[src/hw/rtl/stepper_move_sequencer_top_macros.svh]
// ----------------------------------------------------------------------------
// Stepper move sequencer assertion macros
// Shared concurrent assertion forms; define NO_ASSERTIONS to drop them.
// ----------------------------------------------------------------------------
`ifndef STEPPER_MOVE_SEQUENCER_TOP_MACROS_SVH
`define STEPPER_MOVE_SEQUENCER_TOP_MACROS_SVH

`ifndef NO_ASSERTIONS

// Same-cycle implication, disabled while reset is asserted
`define SMS_ASSERT_SAME(lbl, clk, rstn, ante, cons) \
    lbl: assert property (@(posedge clk) disable iff (!(rstn)) (ante) |-> (cons)) \
        else $error("assertion failed");

// Next-cycle implication, disabled while reset is asserted
`define SMS_ASSERT_NEXT(lbl, clk, rstn, ante, cons) \
    lbl: assert property (@(posedge clk) disable iff (!(rstn)) (ante) |=> (cons)) \
        else $error("assertion failed");

`else

`define SMS_ASSERT_SAME(lbl, clk, rstn, ante, cons)
`define SMS_ASSERT_NEXT(lbl, clk, rstn, ante, cons)

`endif

`endif

[src/hw/rtl/smseq_pkg.sv]
// ----------------------------------------------------------------------------
// Stepper move sequencer package
// Request codes, payload types, timing widths and the full-step coil table.
// ----------------------------------------------------------------------------
package smseq_pkg;

    // Width of the saturating elapsed-time counter (8 to 64)
    localparam int TIME_WIDTH = 32;
    localparam int INTERVAL_WIDTH = 32;
    localparam int STEPS_WIDTH = 16;
    localparam int PHASE_WIDTH = 2;
    localparam int COIL_WIDTH = 4;
    // Width used for the elapsed-versus-interval compare
    localparam int CMP_WIDTH = (TIME_WIDTH > INTERVAL_WIDTH) ? TIME_WIDTH : INTERVAL_WIDTH;

    typedef enum logic [1:0] {
        REQ_TICK     = 2'd0,
        REQ_SET_MOVE = 2'd1,
        REQ_CANCEL   = 2'd2,
        REQ_DISABLE  = 2'd3
    } req_type_t;

    typedef struct packed {
        req_type_t                      req_type;
        logic signed [STEPS_WIDTH-1:0]  move_steps;
        logic [INTERVAL_WIDTH-1:0]      step_interval;
    } smseq_in_t;

    typedef struct packed {
        logic [COIL_WIDTH-1:0]          coil_pattern;
        logic signed [STEPS_WIDTH-1:0]  steps_remaining;
        logic                           move_accepted;
        logic                           stepped;
    } smseq_out_t;

    // Full-step sequence, bit 3 drives coil C0
    function automatic logic [COIL_WIDTH-1:0] coil_lookup(input logic [PHASE_WIDTH-1:0] ph);
        logic [COIL_WIDTH-1:0] pat;
        case (ph)
            2'd0:    pat = 4'b1010;
            2'd1:    pat = 4'b0110;
            2'd2:    pat = 4'b0101;
            2'd3:    pat = 4'b1001;
            default: pat = 4'b0000;
        endcase
        return pat;
    endfunction

endpackage

[src/hw/rtl/smseq_in_stage.sv]
// ----------------------------------------------------------------------------
// Stepper move sequencer input stage
// Registers one request and offers it to the core; refills in the cycle it drains.
// ----------------------------------------------------------------------------
module smseq_in_stage
    import smseq_pkg::*;
(
    input  logic       aclk,
    input  logic       aresetn,
    input  logic       s_valid,
    output logic       s_ready,
    input  smseq_in_t  s_payload,
    input  logic       drain,
    output logic       in_valid,
    output smseq_in_t  in_data
);

    logic      in_valid_reg;
    logic      in_valid_next;
    smseq_in_t in_data_reg;

    // Accept when empty or when the held request moves on this cycle
    assign s_ready = !in_valid_reg || drain;

    always_comb begin
        in_valid_next = in_valid_reg;
        if (s_valid && s_ready) begin
            in_valid_next = 1'b1;
        end else if (drain) begin
            in_valid_next = 1'b0;
        end
    end

    always_ff @(posedge aclk) begin
        if (!aresetn) begin
            in_valid_reg <= 1'b0;
        end else begin
            in_valid_reg <= in_valid_next;
        end
    end

    // Hold the payload of the pending transfer
    always_ff @(posedge aclk) begin
        if (s_valid && s_ready) begin
            in_data_reg <= s_payload;
        end
    end

    assign in_valid = in_valid_reg;
    assign in_data  = in_data_reg;

endmodule

[src/hw/rtl/smseq_core.sv]
// ----------------------------------------------------------------------------
// Stepper move sequencer core
// Holds phase, coil enable, step count, interval and elapsed time; updates
// them for one request per cycle while fire is high, and forms the result.
// ----------------------------------------------------------------------------
`include "stepper_move_sequencer_top_macros.svh"

module smseq_core
    import smseq_pkg::*;
(
    input  logic       aclk,
    input  logic       aresetn,
    input  logic       fire,
    input  smseq_in_t  req,
    output smseq_out_t result
);

    logic [PHASE_WIDTH-1:0]          phase_reg, phase_next;
    logic                            coils_en_reg, coils_en_next;
    logic signed [STEPS_WIDTH-1:0]   steps_left_reg, steps_left_next;
    logic [INTERVAL_WIDTH-1:0]       interval_reg, interval_next;
    logic [TIME_WIDTH-1:0]           elapsed_reg, elapsed_next;

    logic [TIME_WIDTH-1:0]           elapsed_inc;
    logic                            step_due;
    logic                            accepted;
    logic                            stepped;

    // Saturating increment of elapsed time
    assign elapsed_inc = (&elapsed_reg) ? elapsed_reg : elapsed_reg + TIME_WIDTH'(1);

    // Step when steps remain and the interval has run out
    assign step_due = (steps_left_reg != '0) &&
                      (CMP_WIDTH'(elapsed_inc) >= CMP_WIDTH'(interval_reg));

    // Next state for the request in the input stage
    always_comb begin
        phase_next      = phase_reg;
        coils_en_next   = coils_en_reg;
        steps_left_next = steps_left_reg;
        interval_next   = interval_reg;
        elapsed_next    = elapsed_reg;
        accepted        = 1'b0;
        stepped         = 1'b0;
        case (req.req_type)
            REQ_TICK: begin
                elapsed_next = elapsed_inc;
                if (step_due) begin
                    if (steps_left_reg[STEPS_WIDTH-1]) begin
                        phase_next      = phase_reg - PHASE_WIDTH'(1);
                        steps_left_next = steps_left_reg + STEPS_WIDTH'(1);
                    end else begin
                        phase_next      = phase_reg + PHASE_WIDTH'(1);
                        steps_left_next = steps_left_reg - STEPS_WIDTH'(1);
                    end
                    coils_en_next = 1'b1;
                    elapsed_next  = '0;
                    stepped       = 1'b1;
                end
            end
            REQ_SET_MOVE: begin
                interval_next = req.step_interval;
                if (steps_left_reg == '0) begin
                    steps_left_next = req.move_steps;
                    accepted        = 1'b1;
                end
            end
            REQ_CANCEL: begin
                steps_left_next = '0;
            end
            REQ_DISABLE: begin
                coils_en_next = 1'b0;
            end
            default: begin
                coils_en_next = coils_en_reg;
            end
        endcase
    end

    // Commit state only when the request moves to the result stage
    always_ff @(posedge aclk) begin
        if (!aresetn) begin
            phase_reg      <= '0;
            coils_en_reg   <= 1'b0;
            steps_left_reg <= '0;
            interval_reg   <= '0;
            elapsed_reg    <= '0;
        end else if (fire) begin
            phase_reg      <= phase_next;
            coils_en_reg   <= coils_en_next;
            steps_left_reg <= steps_left_next;
            interval_reg   <= interval_next;
            elapsed_reg    <= elapsed_next;
        end
    end

    // Result reflects the state after this request
    assign result.coil_pattern    = coils_en_next ? coil_lookup(phase_next) : '0;
    assign result.steps_remaining = steps_left_next;
    assign result.move_accepted   = accepted;
    assign result.stepped         = stepped;

    `SMS_ASSERT_NEXT(a_step_clears_elapsed, aclk, aresetn, fire && stepped, elapsed_reg == '0)
    `SMS_ASSERT_NEXT(a_step_enables_coils, aclk, aresetn, fire && stepped, coils_en_reg)
    `SMS_ASSERT_NEXT(a_cancel_clears_steps, aclk, aresetn, fire && req.req_type == REQ_CANCEL, steps_left_reg == '0)
    `SMS_ASSERT_NEXT(a_idle_holds_phase, aclk, aresetn, !fire, $stable(phase_reg) && $stable(steps_left_reg))

endmodule

[src/hw/rtl/smseq_out_stage.sv]
// ----------------------------------------------------------------------------
// Stepper move sequencer output stage
// Result register toward the downstream channel.
// ----------------------------------------------------------------------------
module smseq_out_stage
    import smseq_pkg::*;
(
    input  logic       aclk,
    input  logic       aresetn,
    input  logic       load,
    input  smseq_out_t result,
    output logic       space,
    output logic       m_valid,
    input  logic       m_ready,
    output smseq_out_t m_payload
);

    logic       out_valid_reg;
    logic       out_valid_next;
    smseq_out_t out_data_reg;

    // Room for a new result when empty or when the held one transfers now
    assign space = !out_valid_reg || m_ready;

    always_comb begin
        out_valid_next = out_valid_reg;
        if (load) begin
            out_valid_next = 1'b1;
        end else if (m_ready) begin
            out_valid_next = 1'b0;
        end
    end

    always_ff @(posedge aclk) begin
        if (!aresetn) begin
            out_valid_reg <= 1'b0;
        end else begin
            out_valid_reg <= out_valid_next;
        end
    end

    always_ff @(posedge aclk) begin
        if (load) begin
            out_data_reg <= result;
        end
    end

    assign m_valid   = out_valid_reg;
    assign m_payload = out_data_reg;

endmodule

[src/hw/rtl/stepper_move_sequencer_top.sv]
// ----------------------------------------------------------------------------
// Stepper move sequencer top level
// Four-coil full-step driver: ticks, move requests, cancel and disable in,
// one coil/status result out per request.
// ----------------------------------------------------------------------------
//   channel   | direction | handshake          | payload
//   ----------+-----------+--------------------+-------------------------------
//   request   | in        | s_valid / s_ready  | s_payload (smseq_in_t)
//   result    | out       | m_valid / m_ready  | m_payload (smseq_out_t)
//
// One request per cycle sustained while m_ready stays high; a request passes
// through the input register and then the result register before its result appears.
// aresetn is synchronous: phase, step count, interval and elapsed clear to zero,
// coils off, both stages empty.
// A stalled result holds the result register and, one request later, the
// input register; s_ready then drops until m_ready returns.
// ----------------------------------------------------------------------------
module stepper_move_sequencer_top
    import smseq_pkg::*;
(
    input  logic       aclk,
    input  logic       aresetn,
    input  logic       s_valid,
    output logic       s_ready,
    input  smseq_in_t  s_payload,
    output logic       m_valid,
    input  logic       m_ready,
    output smseq_out_t m_payload
);

    logic       in_valid;
    smseq_in_t  in_data;
    logic       space;
    logic       fire;
    smseq_out_t result;

    // Advance a request when the result register has room
    assign fire = in_valid && space;

    smseq_in_stage u_in_stage (
        .aclk      (aclk),
        .aresetn   (aresetn),
        .s_valid   (s_valid),
        .s_ready   (s_ready),
        .s_payload (s_payload),
        .drain     (fire),
        .in_valid  (in_valid),
        .in_data   (in_data)
    );

    smseq_core u_core (
        .aclk    (aclk),
        .aresetn (aresetn),
        .fire    (fire),
        .req     (in_data),
        .result  (result)
    );

    smseq_out_stage u_out_stage (
        .aclk      (aclk),
        .aresetn   (aresetn),
        .load      (fire),
        .result    (result),
        .space     (space),
        .m_valid   (m_valid),
        .m_ready   (m_ready),
        .m_payload (m_payload)
    );

endmodule

[config.mk]
export PLATFORM = sky130hd
export DESIGN_NAME = stepper_move_sequencer_top
export DESIGN_NICKNAME = d
export VERILOG_FILES = /design/src/hw/rtl/smseq_pkg.sv /design/src/hw/rtl/smseq_in_stage.sv /design/src/hw/rtl/smseq_core.sv /design/src/hw/rtl/smseq_out_stage.sv /design/src/hw/rtl/stepper_move_sequencer_top.sv
export VERILOG_INCLUDE_DIRS = /design/src /design/src/hw/rtl
export SDC_FILE = /design/constraint.sdc
export NUM_CORES = 1
export LEC_CHECK = 0
export ABC_AREA = 1
export BUFFER_PORTS_ARGS = -buffer_cell sky130_fd_sc_hd__buf_2
export CORE_MARGIN = 8
export CORE_UTILIZATION = 56
export CTS_BUF_LIST = sky130_fd_sc_hd__clkbuf_8
export CTS_CLUSTER_SIZE = 10
export DETAILED_ROUTE_END_ITERATION = 7
export PLACE_DENSITY = 0.79
export SYNTH_ARGS = -nofsm -noshare
export SYNTH_HDL_FRONTEND = slang
export SYNTH_SLANG_ARGS = --single-unit
[constraint.sdc]
create_clock -name aclk -period 3.2 [get_ports aclk]
set_clock_uncertainty 0.05 [all_clocks]
set_input_delay 0.48 -clock aclk [delete_from_list [all_inputs] [get_ports aclk]]
set_output_delay 0.48 -clock aclk [all_outputs]
set_load 0.02 [all_outputs]
==> results of run 1 <==
==> power by group through the flow <==
stage | registers, uW | clock network [uW] | logic (uW)
final | 2240 | 1550 | 891
after global routing | 2250 | 1660 | 991
after CTS | 2240 | 1570 | 881
after detailed placement | 2280 | 0 | 844
after global placement | 2280 | 0 | 833
after floorplan | 2290 | 0 | 591
==> cell families (layout without fill, tap and decap cells) <==
| group | after synthesis | after routing | synth area share, % |
|---|---|---|---|
| simple gates | 468 | 468 | 23.3 |
| compound gates | 202 | 202 | 12.4 |
| buf+inv | 165 | 337 | 7.48 |
| flops | 157 | 157 | 44.5 |
| fa+ha+maj | 56 | 56 | 8.16 |
| xor+xnor | 39 | 39 | 4.02 |
| mux | 1 | 1 | 0.115 |
==> cell usage in the layout (no fill, tap or decap), drive strengths merged, types with 2 or more instances in the layout <==
master  count
dfxtp      85
ha         55
bufinv      2
nor2       58
nand3      55
a21oi     129
a21o        3
clkbuf     18
nor4        7
nor3       19
edfxtp     72
xor2       19
buf       180
o21a        2
nand2     312
inv       135
nand4      15
xnor2      20
o21ai      65
==> layout make-up <==
| class | instances | area, um^2 |
|---|---|---|
| clock buffers | 18 | 248 |
| clock inverters | 14 | 169 |
| fillers | 1195 | 4500 |
| inverters | 125 | 472 |
| multi-input cells | 766 | 4470 |
| flip-flops and latches | 157 | 3880 |
| well taps | 188 | 235 |
| repair buffers | 180 | 1170 |
==> cell usage after synthesis (all sizes together) <==
cell type,instances
a21o,3
a21oi,129
a221oi,1
and2,1
buf,14
clkbuf,26
dfxtp,85
edfxtp,72
fa,1
ha,55
inv,125
mux2i,1
nand2,312
nand3,55
nand4,15
nor2,58
nor3,19
nor3b,1
nor4,7
o211ai,1
o21a,2
o21ai,65
o21bai,1
xnor2,20
xor2,19
==> how the worst min path moves through the flow <==
stage	start	end	slack [ns]
3_3_place_gp	u_core.interval_reg[1]$_SDFFE_PN0P_	u_core.interval_reg[1]$_SDFFE_PN0P_	0.40
2_1_floorplan	u_core.interval_reg[21]$_SDFFE_PN0P_	u_core.interval_reg[21]$_SDFFE_PN0P_	0.39
5_1_grt	s_payload[43]	u_in_stage.in_data[43]$_DFFE_PP_	0.10
3_5_place_dp	u_core.interval_reg[17]$_SDFFE_PN0P_	u_core.interval_reg[17]$_SDFFE_PN0P_	0.40
6_report	s_payload[46]	u_in_stage.in_data[46]$_DFFE_PP_	0.13
4_1_cts	s_payload[46]	u_in_stage.in_data[46]$_DFFE_PP_	0.12
==> repair_timing <==
action	4_1_cts	5_1_grt
hold endpoints to repair	0	0
pin swaps	27	14
buffers inserted	11	3
gates resized for setup	34	17
endpoints found under the setup margin	72	72
==> metrics by stage <==
stage,instance area (um^2),util [%],total power [uW]
2_1_floorplan,8760,-,2890
3_3_place_gp,9880,65.3,3110
3_5_place_dp,9880,65.3,3130
4_1_cts,10600,69.7,4690
5_1_grt,10600,70.3,4890
6_report,10600,70.3,4680
==> routing by layer <==
| layer | track usage (%) | vias up | wire length, um |
|---|---|---|---|
| li1 | - | 3904 | - |
| met1 | 25.8 | 3623 | 9250 |
| met2 | 39.6 | 213 | 11000 |
| met3 | 4.25 | 53 | 923 |
| met4 | 8.65 | 0 | 517 |
| met5 | 0 | - | 0 |
==> flow_summary.ini, run 1 <==
[place]
place_ws_ns = -0.606
dpl.hpwl_mm = 15.6
gp_congestion = 0.979
place_inst = 1402
port_buffers = 77

[yosys]
ys_seq_area_share_pct = 44.5
yosys-top-cells-area = edfxtp_1 (25%), dfxtp_1 (20%), nand2_1 (13%), ha_1 (7.9%), a21oi_1 (6.7%)
ys_ff_latch = 157
ys_warn_count = 0
syn_inst = 1088
syn-cell-area_mm2 = 0.00868
yosys.area.top_type_share_pct = 24.9
syn-num-nets = 1198
yosys.area.top_type = edfxtp_1
avgSynthCellArea_um2 = 7.98
ys_types = 40

[setup_path]
endpoint_kind = register
worstPathArrival_ns = 3.88
worstReg2RegStart = u_core.elapsed_reg[10]$_SDFFE_PN0P_
cp_slowest_cell = dfxtp_1
cp.depth = 22
cp_cell_sequence = nand2_1 -> nor3_2 -> buf_4 -> nand2_1 -> nor3_2 -> xor2_1 -> nand2_1 -> ha_1 -> nand2_1 -> nor2_2 -> nand4_1 -> nor2_4 -> nand4_4 -> nand3_4 -> nand2_8 -> nor2_8 -> nand2_1 -> nand2_1 -> nand2_2 -> ha_1 -> nor2_1 -> nor2_1
path_delay_family = simple AND/OR/NAND/NOR gates
timing.rr.end = u_out_stage.m_payload[19]$_SDFFCE_PN0P_
start_kind = register
crit_start = u_core.elapsed_reg[10]$_SDFFE_PN0P_
required_ns = 3.37
cp_common_cell = nand2_1
path_class = register to register
worstSetupEndpoint = u_out_stage.m_payload[19]$_SDFFCE_PN0P_
max_stage_delay_ns = 0.38
cp_max_fo = 4
critPathBufInv = 1
reg2reg_slack_ns = -0.50
r2r_cells = 22

[global_routing]
grt_pass1_wl_mm = 35.5
first_global_vias = 7613
gr-total-overflow = 0
grt_start_max_net_pins = 64
antenna_found_initial = 0
globalRouteTotalUtil_pct = 22.2

[cts]
cts_buffer_depth = 2
cts_tree = done
cts_buffers = 17
insertion_delay_ns = 0.46
holdBufCountCts = 0
clkSinkCount = 157
path_clk_slew_ns = 0.09
h-tree-depth = 4
root_buffer = clkbuf_8

[sta]
layout_setup_ws_ns = -0.505
tns_ns = -19.26
setup_viol = 72
timing.fmax_mhz = 270
worst-slew-pin-transition_ns = 1.09
post-route-period-util_pct = 116
holdWs_ns = 0.132
slew_headroom_pct = 27.2
layout_min_cycle_time_ns = 3.70
hold_viol_final = 0
rsz0062_at_grt = yes
final_max_slew_viol_count = 0

[power_and_ir_drop]
p_seq_share_pct = 47.8
vdd_drop_max_v = 0.000369
p_int_uw = 3260
clock_power_share_pct = 33.2
switching_share_pct = 30.3
p_comb_share_pct = 19.0
leakagePower_uw = 0.00488
power.switching_uw = 1420
p_per_area_mw_per_mm2 = 440

[route]
vias = 7793
avgViaCountPerCell = 5.38
routed_wl_mm = 21.7
drt-initial-drc-count = 620
first_pass_iters = 5
drc_errors = 0
ant_nets = 0
wl_per_cell_um = 15.0

[die]
dieWidth_um = 140
die_y_um = 140
rows = 45
io_pins = 78
dieArea_mm2 = 0.0197
core_mm2 = 0.0151
initial_core_util_pct = 57.3

[finish]
drive_gt1_share_pct = 24.3
nNetsFinal = 1357
syn2layout_area_growth_pct = 22.7
largest_register_ffs = 50
n_antenna_cell = 0
stdcell_count = 1448

[run_status]
violations = setup timing
outcome = complete, but fails checks

[hold_path]
hold_depth = 1
hold_path_class = input pin to register

[flow_run]
drv_cap = 0
No activity file was read; power rests on OpenSTA's default activity.
==> run 2: changes to the inputs <==
--- a/config.mk
+++ b/config.mk
@@ -14,6 +14,7 @@
 export CTS_CLUSTER_SIZE = 10
 export DETAILED_ROUTE_END_ITERATION = 7
 export PLACE_DENSITY = 0.79
+export SKIP_CTS_REPAIR_TIMING = 1
 export SYNTH_ARGS = -nofsm -noshare
 export SYNTH_HDL_FRONTEND = slang
 export SYNTH_SLANG_ARGS = --single-unit
==> flow_summary.ini, run 2 (synthesized netlist as in run 1, its figures left out) <==
[flow_run]
drv_cap = 0

[cts]
clkSinkCount = 157
cts_buffers = 17
insertion_delay_ns = 0.46
cts_buffer_depth = 2
path_clk_slew_ns = 0.09
cts_tree = done
h-tree-depth = 4
root_buffer = clkbuf_8

[die]
rows = 45
io_pins = 78
die_y_um = 140
dieArea_mm2 = 0.0197
initial_core_util_pct = 57.3
core_mm2 = 0.0151
dieWidth_um = 140

[finish]
n_antenna_cell = 0
most-common-layout-cells = nand2_1 (298), a21oi_1 (115), inv_1 (113)
syn2layout_area_growth_pct = 21.7
layout_commonest_cell = nand2_1
largest_register_ffs = 50
drive_gt1_share_pct = 23.3
fill_cells = 1229
stdcell_count = 1436
nNetsFinal = 1345

[power_and_ir_drop]
vdd_drop_max_v = 0.000370
leakagePower_uw = 0.00485
p_per_area_mw_per_mm2 = 443

[place]
place_inst = 1402
gp_congestion = 0.979
dpl.hpwl_mm = 15.6
port_buffers = 77

[route]
drt-initial-drc-count = 623
ant_nets = 0
vias = 7744
first_pass_iters = 5
drc_errors = 0
wl_per_cell_um = 15.0
avgViaCountPerCell = 5.39
routed_wl_mm = 21.5

[setup_path]
endpoint_kind = register
worstPathArrival_ns = 3.90
max_stage_delay_ns = 0.36
required_ns = 3.37
path_class = register to register
cp_max_fo = 5
cp_slowest_cell = dfxtp_2
start_kind = register
cp_cell_sequence = clkinv_4 -> nor4_4 -> nand4_1 -> nor3_2 -> xor2_1 -> nand2_1 -> ha_4 -> nand2_4 -> nor2_4 -> nand4_1 -> nor2_4 -> nand4_4 -> nand3_4 -> nand2_8 -> nor2_8 -> xor2_4 -> inv_2 -> ha_2 -> nor2_2 -> nor3_2

[sta]
holdWs_ns = 0.132
final_max_slew_viol_count = 0
timing.fmax_mhz = 268
hold_viol_final = 0
rsz0062_at_grt = yes
slew_headroom_pct = 28.0
worst-slew-pin-transition_ns = 1.08
post-route-period-util_pct = 117
layout_setup_ws_ns = -0.530
layout_min_cycle_time_ns = 3.73
setup_viol = 72

[run_status]
violations = setup timing
outcome = complete, but fails checks

[global_routing]
globalRouteTotalUtil_pct = 21.7
gr-total-overflow = 0
grt_pass1_wl_mm = 34.8
first_global_vias = 7496
grt_start_max_net_pins = 64
antenna_found_initial = 0

[hold_path]
hold_path_class = input pin to register
## run 2: changes by cell type in the layout (fill, tap and decap cells not counted), moves of 2 or more
cell     before  now
nand2_2      10    8
nand2_4       3    5
buf_4       102   90
nor2_1       47   49
nor2_2        7    5
## run 2: stage by stage
step / power, uW / cell area [um^2] / TNS (ns) / setup slack [ns] / util [%]
finish: 4680 / 10600 / -18.36 / -0.530 / 69.7
global route: 4880 / 10600 / -33.92 / -0.749 / 69.7
CTS: 4660 / 10300 / -29.48 / -0.685 / 68.0
detailed placement: 3130 / 9880 / -24.43 / -0.606 / 65.3
global placement: 3110 / 9880 / -24.16 / -0.576 / 65.3
floorplan: 2890 / 8760 / -0.437 / -0.121 / -
## run 2: critical path: cells and delay by family (launching register included)
kind,cells,cell delay (ns)
xor gates and xnor gates,2,0.40
and+or+nand+nor,14,2.04
adders and majority gates,2,0.49
DFF,1,0.36
buffers and inverters,2,0.16
## run 2: worst paths after layout
path | startpoint | to | slack [ns] | depth (start not counted)
max | u_core.elapsed_reg[4]$_SDFFE_PN0P_ | u_out_stage.m_payload[18]$_SDFFCE_PN0P_ | -0.53 | 20
min | s_payload[46] | u_in_stage.in_data[46]$_DFFE_PP_ | 0.13 | 1
max reg2reg | u_core.elapsed_reg[4]$_SDFFE_PN0P_ | u_out_stage.m_payload[18]$_SDFFCE_PN0P_ | -0.53 | 20
min reg2reg | u_core.interval_reg[6]$_SDFFE_PN0P_ | u_core.interval_reg[6]$_SDFFE_PN0P_ | 0.42 | 2
## run 2: layout make-up
class	instances	area, um^2	share of cell area, %
Multi-Input combinational cell	766	4480	42.4
Inverter	125	477	4.51
Clock buffer	18	248	2.35
Sequential cell	157	3870	36.7
Tap cell	188	235	2.23
Timing Repair Buffer	168	1080	10.2
Clock inverter	14	169	1.60
## run 2: power by group
part | switching [uW] | total (uW) | internal, uW
clock | 808 | 1550 | 745
combinational | 573 | 885 | 312
sequential | 39.8 | 2240 | 2200
total | 1420 | 4680 | 3250
## run 2: metal layers
metal	share of wire [%]	track usage [%]	vias up
met3	4.3	4.01	41
met5	0	0	-
met4	1.9	7.81	0
li1	-	-	3869
met1	43	25.4	3619
met2	51	38.8	215
==> run 3: changes to the inputs <==
--- a/config.mk
+++ b/config.mk
@@ -8,7 +8,6 @@
 export LEC_CHECK = 0
 export ABC_AREA = 1
 export BUFFER_PORTS_ARGS = -buffer_cell sky130_fd_sc_hd__buf_2
-export CORE_MARGIN = 8
 export CORE_UTILIZATION = 56
 export CTS_BUF_LIST = sky130_fd_sc_hd__clkbuf_8
 export CTS_CLUSTER_SIZE = 10
==> flow_summary.ini, run 3 (synthesized netlist as in run 1, its figures left out) <==
[power_and_ir_drop]
p_per_area_mw_per_mm2 = 446
clock_power_share_pct = 34.1
p_comb_share_pct = 19.0
vdd_drop_max_v = 0.000377
power.switching_uw = 1360
leakagePower_uw = 0.00484
p_int_uw = 3410
p_seq_share_pct = 46.9
finalPower_uw = 4770
switching_share_pct = 28.5

[die]
core_mm2 = 0.0151
dieArea_mm2 = 0.0160
io_pins = 78
dieWidth_um = 126
die_y_um = 126
initial_core_util_pct = 57.3
rows = 45

[cts]
cts_buffers = 17
root_buffer = clkbuf_8
clkSinkCount = 157
h-tree-depth = 4
path_clk_slew_ns = 0.09
cts_buffer_depth = 2
cts_tree = done
insertion_delay_ns = 0.47

[finish]
multi_input_area_mm2 = 0.00445
syn2layout_area_growth_pct = 23.1
drive_gt1_share_pct = 23.5
largest_register_ffs = 50
design_area_mm2 = 0.0107
register_area_mm2 = 0.00387
most-common-layout-cells = nand2_1 (301), inv_1 (117), a21oi_1 (115)
n_antenna_cell = 0
final_util_pct = 70.5
layout_commonest_cell = nand2_1
nNetsFinal = 1358
fill_cells = 1113

[hold_path]
hold_path_class = input pin to register

[run_status]
outcome = complete, but fails checks
violations = setup timing

[sta]
post-route-period-util_pct = 116
rsz0062_at_grt = yes
final_max_slew_viol_count = 0
worst-slew-pin-transition_ns = 1.12
setup_viol = 72
hold_viol_final = 0
slew_headroom_pct = 25.6
layout_min_cycle_time_ns = 3.71
holdWs_ns = 0.127
timing.fmax_mhz = 270
layout_setup_ws_ns = -0.507

[global_routing]
grt_start_max_net_pins = 64
first_global_vias = 7444
globalRouteTotalUtil_pct = 27.4
grt_pass1_wl_mm = 34.3
antenna_found_initial = 0
gr-total-overflow = 0

[setup_path]
endpoint_kind = register
start_kind = register
worstPathArrival_ns = 3.89
cp_max_fo = 4
path_class = register to register
reg2reg_slack_ns = -0.51
path_delay_family = simple AND/OR/NAND/NOR gates
cp_slowest_cell = dfxtp_4
max_stage_delay_ns = 0.37
required_ns = 3.38
cp_cell_sequence = inv_4 -> nor4_4 -> nand4_1 -> nor2_2 -> nand2_2 -> xor2_2 -> nand2_2 -> ha_4 -> nand2_4 -> nor2_4 -> nand4_4 -> nor2_4 -> nand4_4 -> nand3_4 -> nand2_8 -> nor2_8 -> xor2_4 -> inv_2 -> ha_2 -> nor2_1 -> nor2_1
critPathBufInv = 2

[route]
drc_errors = 0
vias = 7854
avgViaCountPerCell = 5.42
wl_per_cell_um = 15.1
drt-initial-drc-count = 561
routed_wl_mm = 21.8
first_pass_iters = 5
ant_nets = 0

[flow_run]
drv_cap = 0

[place]
gp_congestion = 0.928
dpl.hpwl_mm = 15.4
port_buffers = 77
postPlaceCellArea_mm2 = 0.00995
## run 3: area by class of cell
type | count | area share [%]
Inverter | 125 | 4.46
Clock buffer | 19 | 2.45
Multi-Input combinational cell | 766 | 41.7
Timing Repair Buffer | 181 | 11.3
Tap cell | 188 | 2.20
Sequential cell | 157 | 36.3
Clock inverter | 13 | 1.63
## run 3: path summary, 6_finish.rpt
check,startpoint,endpoint,depth (start not counted)
worst max-delay path,u_core.elapsed_reg[6]$_SDFFE_PN0P_,u_out_stage.m_payload[19]$_SDFFCE_PN0P_,21
worst min-delay path,s_payload[12],u_in_stage.in_data[12]$_DFFE_PP_,1
worst max register to register,u_core.elapsed_reg[6]$_SDFFE_PN0P_,u_out_stage.m_payload[19]$_SDFFCE_PN0P_,21
worst min register to register,u_core.interval_reg[3]$_SDFFE_PN0P_,u_core.interval_reg[3]$_SDFFE_PN0P_,2
## run 3: stage by stage
| step | instances | setup slack, ns | setup TNS, ns |
|---|---|---|---|
| 2_1_floorplan | 1088 | -0.121 | -0.437 |
| 3_3_place_gp | 1411 | -0.422 | -17.52 |
| 3_5_place_dp | 1411 | -0.545 | -22.95 |
| 4_1_cts | 1443 | -0.559 | -25.28 |
| 5_1_grt | 1449 | -0.697 | -36.31 |
| 6_report | 1449 | -0.507 | -22.92 |
## run 3: metal layers
metal	global-route usage [%]	up-vias	share of wire (%)	wire length, um
met3	3.80	55	4.7	1030
li1	-	3916	-	-
met2	49.0	275	51	11200
met1	32.5	3608	41	9000
met4	12.9	0	2.8	605
met5	0	-	0	0
## run 3: worst reg2reg max path, stage by stage, from the launching register on
cell and delay, ns:
dfxtp_4 0.37, inv_4 0.05, nor4_4 0.28, nand4_1 0.26
nor2_2 0.23, nand2_2 0.09, xor2_2 0.18, nand2_2 0.10
ha_4 0.29, nand2_4 0.05, nor2_4 0.13, nand4_4 0.12
nor2_4 0.16, nand4_4 0.09, nand3_4 0.14, nand2_8 0.07
nor2_8 0.17, xor2_4 0.21, inv_2 0.09, ha_2 0.17
nor2_1 0.09, nor2_1 0.05
## run 3: power by group through the flow
stage / combinational (uW) / clock, uW / sequential (uW)
after global placement: 828 / 0 / 2280
after detailed placement: 843 / 0 / 2280
final: 905 / 1620 / 2240
after global routing: 1010 / 1710 / 2250
after floorplan: 591 / 0 / 2290
after CTS: 851 / 1630 / 2240
